<file path="src/assert_macros.svh">
// Assertion macros shared by the RTL of the stable matching unit.
// Clocked on aclk and disabled while aresetn is low; no other dependencies.
`ifndef ASSERT_MACROS_SVH
`define ASSERT_MACROS_SVH

// Same-cycle implication.
`define SMU_ASSERT_NOW(label, ante, cons, msg) \
    label: assert property (@(posedge aclk) disable iff (!aresetn) (ante) |-> (cons)) \
        else $error(msg);

// Next-cycle implication.
`define SMU_ASSERT_NEXT(label, ante, cons, msg) \
    label: assert property (@(posedge aclk) disable iff (!aresetn) (ante) |=> (cons)) \
        else $error(msg);

`endif

</file>
<file path="src/smu_pkg.sv">
// Shared types and constants of the stable matching unit.
// Used by the controller, the datapath and the top level; depends on nothing.
package smu_pkg;

    localparam int MAX_PAIRS_DEF = 8;
    localparam int CH_W          = 3;   // width of person, rank, choice fields
    localparam int PAIRS_W       = 4;   // width of the pairs_in_use register

    localparam logic [PAIRS_W-1:0] PAIRS_RESET = 4'd8;

    // request kinds (tuser bit 0)
    localparam logic OP_LOAD = 1'b0;
    localparam logic OP_RUN  = 1'b1;

    // list owner (tuser bit 1)
    localparam logic SIDE_MAN   = 1'b0;
    localparam logic SIDE_WOMAN = 1'b1;

    // register index taken from paddr[2]
    localparam logic REG_PAIRS_IDX = 1'b0;

    typedef struct packed {
        logic load;     // write one preference entry
        logic clear;    // start a run: drop all engagements
        logic select;   // latch the chosen free man and fetch his next choice
        logic propose;  // evaluate the fetched woman
        logic scan;     // compare one rank of her list
        logic emit;     // load one result into the output register
    } smu_cmd_t;

    typedef struct packed {
        logic found;      // some free man still has entries left
        logic prop_scan;  // the woman is engaged: her list must be scanned
        logic scan_done;  // scan decided (accept or reject)
        logic emit_last;  // result being emitted is the final one
        logic out_free;   // output register can take a result
    } smu_status_t;

endpackage

</file>
<file path="src/smu_ctrl.sv">
// Controller of the stable matching unit: sequences load, run and output phases.
// Depends on smu_pkg; drives the datapath through smu_cmd_t, reads smu_status_t.
module smu_ctrl
    import smu_pkg::*;
(
    input  logic        aclk,
    input  logic        aresetn,
    input  logic        s_tvalid,
    output logic        s_tready,
    input  logic        req_op,
    input  smu_status_t status,
    output smu_cmd_t    cmd
);

    typedef enum logic [4:0] {
        ST_IDLE    = 5'b00001,
        ST_SELECT  = 5'b00010,
        ST_PROPOSE = 5'b00100,
        ST_SCAN    = 5'b01000,
        ST_EMIT    = 5'b10000
    } ctrl_state_t;

    ctrl_state_t state_reg, state_next;
    logic        accept;

    assign s_tready = (state_reg == ST_IDLE);
    assign accept   = s_tvalid && s_tready;

    always_comb begin
        state_next = state_reg;
        cmd        = '0;
        case (state_reg)
            ST_IDLE: begin
                if (accept) begin
                    if (req_op == OP_RUN) begin
                        cmd.clear  = 1'b1;
                        state_next = ST_SELECT;
                    end else begin
                        cmd.load = 1'b1;
                    end
                end
            end
            ST_SELECT: begin
                if (status.found) begin
                    cmd.select = 1'b1;
                    state_next = ST_PROPOSE;
                end else begin
                    state_next = ST_EMIT;
                end
            end
            ST_PROPOSE: begin
                cmd.propose = 1'b1;
                state_next  = status.prop_scan ? ST_SCAN : ST_SELECT;
            end
            ST_SCAN: begin
                cmd.scan = 1'b1;
                if (status.scan_done) begin
                    state_next = ST_SELECT;
                end
            end
            ST_EMIT: begin
                if (status.out_free) begin
                    cmd.emit = 1'b1;
                    if (status.emit_last) begin
                        state_next = ST_IDLE;
                    end
                end
            end
            default: begin
                state_next = ST_IDLE;
            end
        endcase
    end

    always_ff @(posedge aclk) begin
        if (!aresetn) begin
            state_reg <= ST_IDLE;
        end else begin
            state_reg <= state_next;
        end
    end

endmodule

</file>
<file path="src/smu_dp.sv">
// Datapath of the stable matching unit: preference tables, engagement state,
// proposal and rank scan logic, output register. Depends on smu_pkg.
module smu_dp
    import smu_pkg::*;
#(
    parameter int MAX_PAIRS = MAX_PAIRS_DEF
) (
    input  logic               aclk,
    input  logic               aresetn,
    input  logic [PAIRS_W-1:0] pairs_in_use,
    input  logic               ld_side,
    input  logic [CH_W-1:0]    ld_person,
    input  logic [CH_W-1:0]    ld_rank,
    input  logic [CH_W-1:0]    ld_choice,
    input  smu_cmd_t           cmd,
    output smu_status_t        status,
    input  logic               m_tready,
    output logic               m_tvalid,
    output logic [CH_W-1:0]    m_woman,
    output logic [CH_W-1:0]    m_partner,
    output logic               m_last
);

    localparam int IDX_W = $clog2(MAX_PAIRS);
    localparam int N_W   = $clog2(MAX_PAIRS + 1);
    localparam int DEPTH = MAX_PAIRS * MAX_PAIRS;
    localparam int AW    = $clog2(DEPTH);
    localparam int CMP_W = (N_W > CH_W) ? N_W : CH_W;
    localparam int NC_W  = (N_W > PAIRS_W) ? N_W : PAIRS_W;
    localparam int AX_W  = AW + CMP_W;

    function automatic logic [AW-1:0] tab_addr(input logic [CMP_W-1:0] row,
                                               input logic [CMP_W-1:0] col);
        logic [AX_W-1:0] a;
        a = AX_W'(row) * AX_W'(MAX_PAIRS) + AX_W'(col);
        return a[AW-1:0];
    endfunction

    // preference tables
    logic [CH_W-1:0] man_mem [DEPTH];
    logic [CH_W-1:0] wom_mem [DEPTH];
    logic [CH_W-1:0] man_rd_reg, wom_rd_reg;

    // matching state
    logic [MAX_PAIRS-1:0] engaged_reg;
    logic [MAX_PAIRS-1:0] matched_reg;
    logic [IDX_W-1:0]     partner_reg [MAX_PAIRS];
    logic [N_W-1:0]       prop_cnt_reg [MAX_PAIRS];
    logic [IDX_W-1:0]     man_reg, woman_reg, rank_reg, emit_cnt_reg;

    logic               out_valid_reg, out_last_reg;
    logic [CH_W-1:0]    out_woman_reg, out_partner_reg;

    logic [N_W-1:0]     n_pairs;
    logic [NC_W-1:0]    pairs_ext;
    logic               found;
    logic [IDX_W-1:0]   found_idx;
    logic               ld_ok, man_we, wom_we;
    logic [AW-1:0]      ld_addr, man_raddr, wom_raddr;
    logic [CMP_W-1:0]   w_ext, c_ext, holder_ext, man_ext;
    logic [IDX_W-1:0]   w_idx, part_idx, part_wr_idx;
    logic [IDX_W-1:0]   holder;
    logic               w_in, hit_holder, hit_suitor, scan_end, scan_accept;
    logic               prop_accept;
    logic [N_W-1:0]     rank_inc;
    logic [CMP_W-1:0]   part_out_ext;

    // effective pair count: zero counts as one, clamp to the table size
    always_comb begin
        pairs_ext = NC_W'(pairs_in_use);
        if (pairs_ext == '0) begin
            n_pairs = N_W'(1);
        end else if (pairs_ext > NC_W'(MAX_PAIRS)) begin
            n_pairs = N_W'(MAX_PAIRS);
        end else begin
            n_pairs = pairs_ext[N_W-1:0];
        end
    end

    // lowest-numbered free man with proposals left
    always_comb begin
        found     = 1'b0;
        found_idx = '0;
        for (int m = MAX_PAIRS - 1; m >= 0; m--) begin
            if ((N_W'(m) < n_pairs) && !engaged_reg[m] && (prop_cnt_reg[m] < n_pairs)) begin
                found     = 1'b1;
                found_idx = IDX_W'(m);
            end
        end
    end

    // table writes: drop entries beyond the table
    assign ld_ok   = (CMP_W'(ld_person) < CMP_W'(MAX_PAIRS)) &&
                     (CMP_W'(ld_rank) < CMP_W'(MAX_PAIRS));
    assign ld_addr = tab_addr(CMP_W'(ld_person), CMP_W'(ld_rank));
    assign man_we  = cmd.load && ld_ok && (ld_side == SIDE_MAN);
    assign wom_we  = cmd.load && ld_ok && (ld_side == SIDE_WOMAN);

    assign man_raddr = tab_addr(CMP_W'(found_idx), CMP_W'(prop_cnt_reg[found_idx]));

    // proposal evaluation
    assign w_ext       = CMP_W'(man_rd_reg);
    assign w_idx       = w_ext[IDX_W-1:0];
    assign w_in        = w_ext < CMP_W'(n_pairs);
    assign prop_accept = cmd.propose && w_in && !matched_reg[w_idx];

    // rank scan over her list
    assign rank_inc   = N_W'(rank_reg) + N_W'(1);
    assign wom_raddr  = cmd.propose ? tab_addr(w_ext, '0)
                                    : tab_addr(CMP_W'(woman_reg), CMP_W'(rank_inc));
    assign part_idx   = cmd.scan ? woman_reg : emit_cnt_reg;
    assign holder     = partner_reg[part_idx];
    assign c_ext      = CMP_W'(wom_rd_reg);
    assign holder_ext = CMP_W'(holder);
    assign man_ext    = CMP_W'(man_reg);
    assign hit_holder = (c_ext == holder_ext);
    assign hit_suitor = (c_ext == man_ext);
    assign scan_end   = (rank_inc >= n_pairs);
    assign scan_accept = cmd.scan && !hit_holder && hit_suitor;
    assign part_wr_idx = cmd.scan ? woman_reg : w_idx;

    assign part_out_ext = CMP_W'(holder);

    assign status.found     = found;
    assign status.prop_scan = w_in && matched_reg[w_idx];
    assign status.scan_done = hit_holder || hit_suitor || scan_end;
    assign status.emit_last = (N_W'(emit_cnt_reg) + N_W'(1)) == n_pairs;
    assign status.out_free  = !out_valid_reg || m_tready;

    always_ff @(posedge aclk) begin
        if (man_we) begin
            man_mem[ld_addr] <= ld_choice;
        end
        man_rd_reg <= man_mem[man_raddr];
    end

    always_ff @(posedge aclk) begin
        if (wom_we) begin
            wom_mem[ld_addr] <= ld_choice;
        end
        wom_rd_reg <= wom_mem[wom_raddr];
    end

    always_ff @(posedge aclk) begin
        if (prop_accept || scan_accept) begin
            partner_reg[part_wr_idx] <= man_reg;
        end
        if (cmd.select) begin
            man_reg <= found_idx;
        end
        if (cmd.propose) begin
            woman_reg <= w_idx;
            rank_reg  <= '0;
        end else if (cmd.scan) begin
            rank_reg <= rank_inc[IDX_W-1:0];
        end
        if (cmd.emit) begin
            out_woman_reg   <= CH_W'(emit_cnt_reg);
            out_partner_reg <= matched_reg[emit_cnt_reg] ? part_out_ext[CH_W-1:0] : '0;
            out_last_reg    <= status.emit_last;
        end
    end

    always_ff @(posedge aclk) begin
        if (!aresetn) begin
            engaged_reg   <= '0;
            matched_reg   <= '0;
            emit_cnt_reg  <= '0;
            out_valid_reg <= 1'b0;
            for (int m = 0; m < MAX_PAIRS; m++) begin
                prop_cnt_reg[m] <= '0;
            end
        end else begin
            if (cmd.clear) begin
                engaged_reg  <= '0;
                matched_reg  <= '0;
                emit_cnt_reg <= '0;
                for (int m = 0; m < MAX_PAIRS; m++) begin
                    prop_cnt_reg[m] <= '0;
                end
            end
            if (cmd.select) begin
                prop_cnt_reg[found_idx] <= prop_cnt_reg[found_idx] + N_W'(1);
            end
            if (prop_accept) begin
                matched_reg[w_idx]   <= 1'b1;
                engaged_reg[man_reg] <= 1'b1;
            end
            if (scan_accept) begin
                // old partner becomes free again
                engaged_reg[holder]  <= 1'b0;
                engaged_reg[man_reg] <= 1'b1;
            end
            if (cmd.emit) begin
                emit_cnt_reg <= emit_cnt_reg + IDX_W'(1);
            end
            if (cmd.emit) begin
                out_valid_reg <= 1'b1;
            end else if (m_tready) begin
                out_valid_reg <= 1'b0;
            end
        end
    end

    assign m_tvalid  = out_valid_reg;
    assign m_woman   = out_woman_reg;
    assign m_partner = out_partner_reg;
    assign m_last    = out_last_reg;

endmodule

</file>
<file path="src/stable_matching_unit.sv">
// Stable matching unit (Gale-Shapley, men propose).
// Input channel s_*: each request either writes one preference entry (op 0)
// or runs the matching over the first pairs_in_use men and women (op 1).
// Result channel m_*: a run returns one result per woman 0..n-1, woman and
// partner in m_tdata, m_tlast on the final one; loads return nothing.
// Sequence: a load is written as it is taken. A run has a start step, then per
// proposal a pick step (pick man and fetch his choice) and an evaluate step, plus
// one scan step for each rank of an engaged woman's list compared, then a step
// to find no free man left and one emit step per result. One read port on each
// preference table and the single proposal sequencer set this order of steps.
// A new request is taken only when no run is in progress; the last result of
// a run may still wait in the output register while the next requests enter.
// A stalled receiver (m_tready low) holds the result and pauses the run output.
// Reset (aresetn low, synchronous) drops all engagements, empties the output
// and sets pairs_in_use to 8; preference tables keep no reset value and must be
// written before a run reads them. pairs_in_use is written over APB at 0x0.
module stable_matching_unit
    import smu_pkg::*;
#(
    parameter int MAX_PAIRS = MAX_PAIRS_DEF
) (
    input  logic        aclk,
    input  logic        aresetn,
    // APB register port
    input  logic        psel,
    input  logic        penable,
    input  logic        pwrite,
    input  logic [2:0]  paddr,
    input  logic [31:0] pwdata,
    output logic [31:0] prdata,
    output logic        pready,
    // request channel
    input  logic        s_tvalid,
    output logic        s_tready,
    input  logic [15:0] s_tdata,   // person[2:0], rank[5:3], choice[8:6], zero pad
    input  logic [1:0]  s_tuser,   // op[0], side[1]
    // result channel
    output logic        m_tvalid,
    input  logic        m_tready,
    output logic [7:0]  m_tdata,   // woman[2:0], partner[5:3], zero pad
    output logic        m_tlast
);

`include "assert_macros.svh"

    logic [PAIRS_W-1:0] pairs_reg;
    logic               cfg_write;
    smu_cmd_t           dp_cmd;
    smu_status_t        dp_status;
    logic [CH_W-1:0]    res_woman, res_partner;
    logic               run_accept, load_accept, out_open;
    logic [PAIRS_W-1:0] cfg_value;

    assign pready    = 1'b1;
    assign cfg_write = psel && penable && pwrite && pready && (paddr[2] == REG_PAIRS_IDX);
    assign prdata    = (paddr[2] == REG_PAIRS_IDX) ? 32'(pairs_reg) : '0;
    assign cfg_value = pwdata[PAIRS_W-1:0];

    always_ff @(posedge aclk) begin
        if (!aresetn) begin
            pairs_reg <= PAIRS_RESET;
        end else if (cfg_write) begin
            pairs_reg <= cfg_value;
        end
    end

    smu_ctrl u_ctrl (
        .aclk     (aclk),
        .aresetn  (aresetn),
        .s_tvalid (s_tvalid),
        .s_tready (s_tready),
        .req_op   (s_tuser[0]),
        .status   (dp_status),
        .cmd      (dp_cmd)
    );

    smu_dp #(
        .MAX_PAIRS (MAX_PAIRS)
    ) u_dp (
        .aclk         (aclk),
        .aresetn      (aresetn),
        .pairs_in_use (pairs_reg),
        .ld_side      (s_tuser[1]),
        .ld_person    (s_tdata[2:0]),
        .ld_rank      (s_tdata[5:3]),
        .ld_choice    (s_tdata[8:6]),
        .cmd          (dp_cmd),
        .status       (dp_status),
        .m_tready     (m_tready),
        .m_tvalid     (m_tvalid),
        .m_woman      (res_woman),
        .m_partner    (res_partner),
        .m_last       (m_tlast)
    );

    assign m_tdata = {2'b00, res_partner, res_woman};

    assign run_accept  = s_tvalid && s_tready && (s_tuser[0] == OP_RUN);
    assign load_accept = s_tvalid && s_tready && (s_tuser[0] == OP_LOAD);
    assign out_open    = !m_tvalid || m_tready;

    `SMU_ASSERT_NEXT(a_run_blocks_input, run_accept, !s_tready, "request accepted during a run")
    `SMU_ASSERT_NEXT(a_load_no_result, load_accept && !m_tvalid, !m_tvalid, "load made a result")
    `SMU_ASSERT_NOW(a_emit_into_free_slot, dp_cmd.emit, out_open, "result overwrote a pending one")
    `SMU_ASSERT_NEXT(a_cfg_write_lands, cfg_write, pairs_reg == $past(cfg_value), "write lost")

endmodule

</file>
<file path="config.mk">
export PLATFORM = sky130hd
export DESIGN_NAME = stable_matching_unit
export DESIGN_NICKNAME = d
export VERILOG_FILES = /design/src/smu_pkg.sv /design/src/smu_ctrl.sv /design/src/smu_dp.sv /design/src/stable_matching_unit.sv
export VERILOG_INCLUDE_DIRS = /design/src /design/src/src
export SDC_FILE = /design/constraint.sdc
export NUM_CORES = 1
export LEC_CHECK = 0
export BUFFER_PORTS_ARGS = -buffer_cell sky130_fd_sc_hd__buf_2
export CORE_MARGIN = 2
export CORE_UTILIZATION = 55
export CTS_CLUSTER_SIZE = 28
export DETAILED_ROUTE_END_ITERATION = 12
export PLACE_DENSITY = 0.7
export SETUP_SLACK_MARGIN = 0.4
export SLEW_MARGIN = 0
export SYNTH_ARGS = -nofsm -noshare
export SYNTH_HDL_FRONTEND = slang
export SYNTH_SLANG_ARGS = --single-unit
</file>
<file path="constraint.sdc">
create_clock -name aclk -period 5.7 [get_ports aclk]
set_clock_uncertainty 0.05 [all_clocks]
set_input_delay 0.855 -clock aclk [delete_from_list [all_inputs] [get_ports aclk]]
set_output_delay 0.855 -clock aclk [all_outputs]
set_load 0.05 [all_outputs]
</file>
==> results by group <==
Synth
  • Register area share after synthesis: 65.1%
  • Synth Cell Area: ~22000 um2
  • Top_reg_cell synth: edfxtp_1
  • Ranking of synthesized cells by area: edfxtp_1 62%, nor2_1 3.9%, dfxtp_1 3.4%
  • Seq cells post-synth: between 400 and 500
  • Post-synthesis cell type count: 90
  • Post-synthesis cell count: 1690
  • Synth Area per Inst: between 10 and 15 um2
  • Synth top area share: 61.6%
  • Number of synthesized flops with an enable pin: 453
  • Post-synthesis async set-or-reset flop share: 0%
  • Synth warn: 0
  • Leading area contributor after synthesis: edfxtp_1

Timing
  • Post-route minimum period: 4.94 ns
  • Slew Viols, Final: 0
  • RSZ-0062 raised after global routing: no
  • Final hold vios: 0
  • Worst Slack Setup Final: 0.761 ns
  • FMAX: 0.202 GHz
  • Setup TNS: 0 ns
  • Ratio of final minimum period to clock period: 86.6%
  • Slew @ Worst Pin: 1.05 ns
  • Setup violators final: 0
  • Worst rel slew slack: 29.8%

Power and ir drop
  • Peak VDD IR: 262 uV
  • Pwr/cell area: 354 nW/um2
  • Leak pwr: approximately 8.3 nW

Global routing
  • Largest net degree at the start of global routing: 74
  • GRT Total Usage: about a quarter
  • First-pass GRT wire length: ~75000 um
  • Initial antenna violation count: 2
  • Total grt overflow: 0
  • Vias in the first global route: roughly 13000

Finish
  • Most frequent cells in the layout: 453 x edfxtp_1, 226 x nor2_1, 196 x nand2_1, 69 x mux2i_1, 51 x o22ai_1
  • Commonest non-fill, non-tap cell in the layout: edfxtp_1
  • Antenna fix cells: 0
  • Number of nets in the layout: 1815
  • Fillers: 3109
  • Post-route insts no fill: approximately 2300
  • Area grow syn2layout: 9.28%
  • Share of layout cells above drive strength 1: 12.0%

Worst setup path
  • Worst Setup Path Type: flip-flop to flip-flop
  • Startpoint types: flip-flop
  • CP required: 6.08 ns
  • Crit path capture type: flip-flop
  • Worst reg-to-reg path cell count: 15
  • Worst path arrival time: 5.32 ns
  • Crit path max fanout: 34

Die
  • Top-Level Pins: roughly 100
  • Initial Util: 55.7%
  • Die height: 204 um
  • Die width: 204 um
  • Die Area: around 42000 um2
  • # rows: 73
  • Core Region: between 30000 and 40000 um2

Clock network
  • # hold bufs at CTS: 0
  • Inserted Clock Buffers: about 50
  • Maximum clock path buffer count: 3
  • H-tree depth: 2
  • Clock tree sinks: 491
  • CTS root buf: clkbuf_16
  • Total setup buffers inserted after CTS: 0
  • CTS tree: yes
  • Clock transition at path regs: roughly 0.06 ns
  • Insertion delay to the later sink of the worst-skew pair: 0.59 ns

Placement
  • Placed Cells: 2192
  • Placer Congestion: 0.889
  • Post-DP HPWL: roughly 31000 um
  • Place WS: 0.435 ns
  • Port Buffer Count: 35

Drt
  • DR vias: 13727
  • ANT nets after route: 0
  • Drt first-iter violations: 1197
  • Total wire length: a little under 50000 um
  • Residual DRC: 0
  • Via density: between 6 and 7
  • Drt wl/cell: 21.2 um
  • TritonRoute pass-1 iters: 5

Status
  • Status: completed

Worst hold path
  • Hold Crit Class: flip-flop to flip-flop
  • Worst Hold Path Cells: 2

Flow run
  • Max_cap viols: 0
## cells in the mapped netlist, types with 4 or more instances
library cell / number
a2111oi_0: 27
a211o_1: 11
a211oi_1: 19
a21boi_0: 8
a21oi_1: 36
a221oi_1: 5
a22o_1: 11
a311oi_1: 9
a31oi_1: 13
and2_1: 10
and3_1: 16
buf_1: 9
buf_2: 6
buf_4: 34
buf_6: 17
clkbuf_1: 54
dfxtp_1: 38
edfxtp_1: 453
ha_1: 37
inv_1: 12
mux2_1: 29
mux2_2: 26
mux2i_1: 70
mux4_2: 8
nand2_1: 199
nand2b_1: 12
nand3_1: 45
nand3b_1: 8
nor2_1: 227
nor2b_1: 17
nor3_1: 23
nor3b_1: 4
nor4_1: 4
o211ai_1: 14
o21ai_0: 23
o221ai_1: 4
o22ai_1: 51
o2bb2ai_1: 6
or3_1: 4
xnor2_1: 8
xor2_1: 8
## per-layer routing
layer | vias up | share of wire, % | GRT usage [%]
met1 | 6742 | 42 | 31.7
met5 | - | 0.054 | 0
met2 | 507 | 49 | 39.0
met3 | 82 | 6.8 | 4.18
met4 | 4 | 2.4 | 6.86
li1 | 6392 | - | -
## metrics by stage
stage | instance area (um2) | utilization [%] | power, mW | hold WS (ns)
floorplan | 22200 | - | 5.23 | 0.356
global placement | 22600 | 57.0 | 5.54 | 0.409
detailed placement | 22600 | 57.0 | 5.57 | 0.428
CTS | 24100 | 60.8 | 8.58 | 0.437
global route | 24100 | 60.8 | 8.84 | 0.476
finish | 24100 | 60.8 | 8.54 | 0.436
## power breakdown
part / leakage, nW / switching [mW] / internal (mW)
clock: 0.737 / 1.30 / 1.72
combinational: 3.10 / 0.882 / 0.505
sequential: 4.43 / 0.114 / 4.01
total: 8.27 / 2.30 / 6.24
## layout make-up
type / instances / area (um2) / share of cell area, %
flip-flops and latches: 491 / 14400 / 59.6
multi-input cells: 1094 / 7090 / 29.4
clock buffers: 65 / 1330 / 5.51
well taps: 525 / 657 / 2.72
repair buffers: 69 / 450 / 1.87
clock inverters: 23 / 171 / 0.711
inverters: 13 / 50.0 / 0.208
## kinds of logic after synthesis
group	Yosys count	synth area share [%]
fa+ha+maj	37	2.10
simple gates	593	12.0
buf+inv	134	3.53
compound gates	282	9.62
flops	491	65.1
xor+xnor	16	0.635
other cells	2	0.0340
mux	135	7.00
## worst paths after layout
path	start	to	slack [ns]
worst max-delay path	pairs_reg[1]$_SDFFE_PN0P_	u_dp.man_rd_reg[2]$_DFF_P_	0.76
worst min register to register	u_dp.rank_reg[1]$_SDFFE_PP0N_	u_dp.rank_reg[1]$_SDFFE_PP0N_	0.44
worst max register to register	pairs_reg[1]$_SDFFE_PN0P_	u_dp.man_rd_reg[2]$_DFF_P_	0.76
worst min-delay path	u_dp.rank_reg[1]$_SDFFE_PP0N_	u_dp.rank_reg[1]$_SDFFE_PP0N_	0.44
## worst max-delay path, cell delays in order, from the launching register on
cell       delay, ns
dfxtp_1         0.57
nand2_2         0.33
ha_1            0.39
o211ai_1        0.10
a21oi_2         0.23
a2bb2oi_2       0.49
nand4_4         0.21
o221a_1         0.29
a32oi_1         0.23
nand2b_4        0.36
buf_12          0.26
mux2_1          0.35
o22ai_1         0.17
a2111oi_0       0.11
nor4_2          0.39
o221ai_1        0.19
## repair_timing
action / in CTS / in global routing
gates resized for setup: 0 / 6
endpoints found under the hold margin: 0 / 0
setup endpoints to repair: 0 / 7
No activity file was read; power rests on OpenSTA's default activity.
